--- src/rtl/nrt_ram.sv ---
`default_nettype none
module nrt_ram #(
   parameter int DEPTH = 64,
   parameter int WIDTH = 8
) (
   input  wire logic                     clock,
   input  wire logic                     wr_en,
   input  wire logic [$clog2(DEPTH)-1:0] wr_addr,
   input  wire logic [WIDTH-1:0]         wr_data,
   input  wire logic                     rd_en,
   input  wire logic [$clog2(DEPTH)-1:0] rd_addr,
   output logic      [WIDTH-1:0]         rd_data
);

   logic [WIDTH-1:0] mem [DEPTH];
   logic [WIDTH-1:0] rd_data_ff;

   always_ff @(posedge clock) begin
      if (wr_en) begin
         mem[wr_addr] <= wr_data;
      end
   end

   always_ff @(posedge clock) begin
      if (rd_en) begin
         rd_data_ff <= mem[rd_addr];
      end
   end

   assign rd_data = rd_data_ff;

endmodule
`default_nettype wire

--- config.mk ---
export PLATFORM = sky130hd
export DESIGN_NAME = nrt_ram
export DESIGN_NICKNAME = d
export VERILOG_FILES = /design/src/rtl/nrt_ram.sv
export SDC_FILE = /design/constraint.sdc
export NUM_CORES = 1
export LEC_CHECK = 0
export BUFFER_PORTS_ARGS = -buffer_cell sky130_fd_sc_hd__buf_4
export CAP_MARGIN = 0
export CORE_MARGIN = 2
export CORE_UTILIZATION = 25
export DETAILED_ROUTE_END_ITERATION = 8
export SYNTH_ARGS = -nofsm -noshare
export SYNTH_HDL_FRONTEND = slang
export SYNTH_SLANG_ARGS = --single-unit
--- constraint.sdc ---
create_clock -name clock -period 3 [get_ports clock]
set_input_delay 0.45 -clock clock [delete_from_list [all_inputs] [get_ports clock]]
set_output_delay 0.45 -clock clock [all_outputs]
set_load 0.01 [all_outputs]
# [Word level (Yosys, flattened, before mapping)]
# Memory sizes are Yosys's and may differ from the RTL's. A register that Yosys moved wholly into a read port is not among the register bits.
# Cells that the tools add are included.
[classes] n_lt_le_gt_ge=0 eq_ne=0 bitwise_logic=0 reduce_logical=0 shifts=0 mul=0 div_mod_pow=0 mux=2 n_addsub=0
[ops] cell="$mux W1" n=2
[totals] latchBits=0 reg_bits=0 output_inout_bits=8 wordCells=3 ram_bits=512 n_memories=1 rom_bits=0
[memory_table] memory="mem" words=64 word_bits=8 read_ports=1 rd_ports_with_merged_regs=1 write_ports=1 line_no="15" rtl="logic [WIDTH-1:0] mem [DEPTH];"

# [Longest topological paths before layout]
[logic_depth] depth_word=2 mapped_depth=9 ltp_nobuf=5

# [Worst setup path after synthesis]
# Ideal clock, no wire load.
[synth_path] path_type="input to register" from="input rd_addr[1]" to="register rd_data_ff[3], in the netlist rd_data[3], read port of mem (data pin)" slack_ns=0.744 arrival_time_ns=1.990 t_required_ns=2.734 stages=7 path_buffers=3 path_cell_list="buf_4 buf_2 buf_2 mux4_2 mux4_2 o21ai_1 o41ai_1"
[synth_lines] element="start, declared" line_no="11" rtl="input wire logic [$clog2(DEPTH)-1:0] rd_addr,"
[synth_lines] element="end, declared" line_no="16" rtl="logic [WIDTH-1:0] rd_data_ff;"

==> impl_metrics.csv <==
group,metric,value,unit
status,outcome,"completed",
detailed_routing,ant_nets,0,
detailed_routing,wl,47.58,mm
timing,tns,0,ns
clock_network,clk_pin_slew,0.06,ns
clock_network,clock_latency,0.59,ns
floorplanning,dieArea,83280,sq um
synthesis,yosys.area_share.simple,3.374,%
clock_network,cts_resized,0,
timing,fin_skew,0.01575,ns
global_routing,met1_usage,15.18,%
global_routing,antenna_found_initial,3,
placement,dp_hpwl,30.16,mm
power_and_ir_drop,peakVddDrop,374.5,uV
synthesis,synthAdderAreaFrac,0,%
detailed_routing,dr.first_iter.drc_count,1172,
floorplanning,fp.dieW,288.6,um
placement,place_congestion,0.7663,
timing,clock.fmax,442.2,MHz
floorplanning,io_pins,31,
power_and_ir_drop,leakagePower,7.479,nW
timing,fin_crit,2.262,ns
final_layout,drive_gt1_share,31.56,%
worst_setup_path,critPathMaxFanout,1,
final_layout,multi_input_area,4315,sq um
timing,fin_crit_sh,75.39,%
clock_network,cts_root_buf,"clkbuf_16",
worst_setup_path,cp-start-kind,"flip-flop",
floorplanning,start_util,25.18,%
worst_setup_path,crit_required,3.32,ns
worst_setup_path,r2r_setup_slack,0.74,ns
worst_setup_path,cp.depth,5,
synthesis,synth_cell_types,39,
global_routing,overflow,0,
global_routing,grt_busiest_layer,"met2",
worst_setup_path,crit_type,"flip-flop to flip-flop",
worst_setup_path,path_cells,"mux4_2 -> mux2_2 -> o221a_2 -> nor3_1 -> o32ai_1",
final_layout,layout_common_cells,"edfxtp_1 (520), buf_4 (127), mux4_2 (126)",
synthesis,synth_top_family_by_area,"multiplexers",
synthesis,synth_compound_area_share,2.064,%
global_routing,grt_pass1_wl,69.88,mm
clock_network,clock_sinks,520,
timing,slew_violations,0,
flow_run,cap_viol_max_count,0,
global_routing,grt_usage,11.42,%
clock_network,cts_setup_buffers,0,
floorplanning,placeableCoreArea,80420,sq um
worst_setup_path,cp_num_buf_inv,0,
final_layout,diodes,0,
synthesis,synthMuxAreaShare,15.88,%
synthesis,yosys_warnings,0,
global_routing,grt_pass1_vias,10210,
detailed_routing,vias,9787,
synthesis,syn_nets,963,
power_and_ir_drop,power_density,627.1,nW/um^2
global_routing,use_met3,1.991,%
worst_hold_path,hold_path.class,"primary input to flip-flop",
timing,setup_viol,0,
worst_setup_path,end_kind,"flip-flop",
synthesis,ys_seq_elements,520,
placement,io_buffers,30,
detailed_routing,routedWlPerCell,21.91,um
final_layout,seq_area,15620,sq um
power_and_ir_drop,p_total,15.02,mW
clock_network,cts_buffers,50,
final_layout,final_util,29.79,%
synthesis,seq_area_frac_synth,77.12,%
clock_network,cts_tree,"yes",
worst_setup_path,cpMaxStageDelayCell,"mux4_2",
timing,finalHoldViolCount,0,
worst_hold_path,holdPathStages,1,
synthesis,synth-xor-area-share,0,%
detailed_routing,viasPerCell,4.506,
detailed_routing,drc_errors,0,
synthesis,avgSynthCellArea,21.54,sq um
final_layout,nets,1099,
synthesis,syn_inst,940,
worst_setup_path,critical-path-top-delay-family,"multiplexers",
synthesis,netlist_area,20250,sq um
worst_setup_path,cp.arrival,2.58,ns
timing,max_slew.worst_pin.slew,0.8224,ns
detailed_routing,firstDrtPassIters,5,
clock_network,cts_hold_buf,0,
final_layout,final.fill_count,7783,
floorplanning,fp.dieH,288.6,um
timing,whs,0.2103,ns
worst_setup_path,slowest_delay,0.49,ns
final_layout,final_common_cell,"edfxtp_1",
timing,rsz0062_at_grt,"false",
clock_network,cts_buffer_depth,3,
timing,maxSlewHeadroom,44.97,%
worst_setup_path,rr_worst_depth,5,
global_routing,met2_usage,19.03,%
clock_network,htreeDepth,2,
final_layout,syn_to_final_growth,18.33,%
global_routing,grt_max_degree,65,
floorplanning,rows,104,
path summary, 6_finish.rpt:
path	from	to
worst max-delay path	mem[29][4]	rd_data[4]
worst min-delay path	rd_en	rd_data[2]
worst max register to register	mem[29][4]	rd_data[4]
worst min register to register	mem[26][4]	rd_data[4]
flip-flops by register name (all words and copies together), names as in the netlist:
name	cells
mem	512
rd_data	8
power by group:
group / internal, mW / total (mW) / switching, mW
registers: 8.06 / 8.08 / 0.0236
logic: 0.313 / 0.785 / 0.473
clock network: 3.53 / 6.16 / 2.63
cells in the mapped netlist:
cell type	count	area (sq um)
mux2_2	13	146.4
buf_6	4	45.04
nand3_1	13	65.06
nand4b_1	1	8.760
o2111ai_1	3	26.28
buf_4	13	97.59
o21ai_1	2	10.01
o41ai_1	2	17.52
buf_1	4	15.01
or3_1	1	6.260
edfxtp_1	520	15610
nor2b_1	14	87.58
a31oi_1	1	6.260
buf_2	11	55.05
a211oi_1	4	30.03
o221ai_1	8	70.07
a22oi_1	3	22.52
o2bb2ai_1	3	26.28
o21a_1	2	15.01
a2111oi_0	2	17.52
and2_1	1	6.260
nor3_1	7	35.03
nor4_1	2	12.51
buf_12	2	40.04
mux4_2	126	2838
nand2_1	19	71.32
o21ai_0	2	10.01
o22ai_1	8	50.05
o32ai_1	2	17.52
nand2b_1	7	43.79
a221oi_1	6	52.55
nand3b_1	3	22.52
mux2i_1	23	230.2
clkbuf_1	17	63.81
o221a_2	2	22.52
o311ai_1	1	8.760
a21oi_1	3	15.01
nor2_1	83	311.6
nand4_1	2	12.51
layer usage:
metal	share of wire, %	routed length [um]
met4	2.5	1187
met5	0.057	27
met3	6.1	2900
met1	42	20000
met2	49	23460
cell families after synthesis:
family,after synthesis
compound gates,54
buf+inv,51
flops,520
mux,162
simple gates,153
cell type report:
cell class	instances	area share (%)
Clock inverter	31	1.055
Clock buffer	57	5.599
Tap cell	1060	5.536
Multi-Input combinational cell	369	18.01
Sequential cell	520	65.18
Timing Repair Buffer	135	4.622
through the flow:
| stage | cells | cell area [sq um] | setup WS, ns |
|---|---|---|---|
| after floorplan | 940 | 20250 | 0.7437 |
| final | 2172 | 23960 | 0.7383 |
| after global placement | 2084 | 22360 | 0.1486 |
| after global routing | 2172 | 23960 | 0.6501 |
| after CTS | 2172 | 23960 | 0.6581 |
| after detailed placement | 2084 | 22360 | 0.09927 |
No activity file was read; power rests on OpenSTA's default activity.
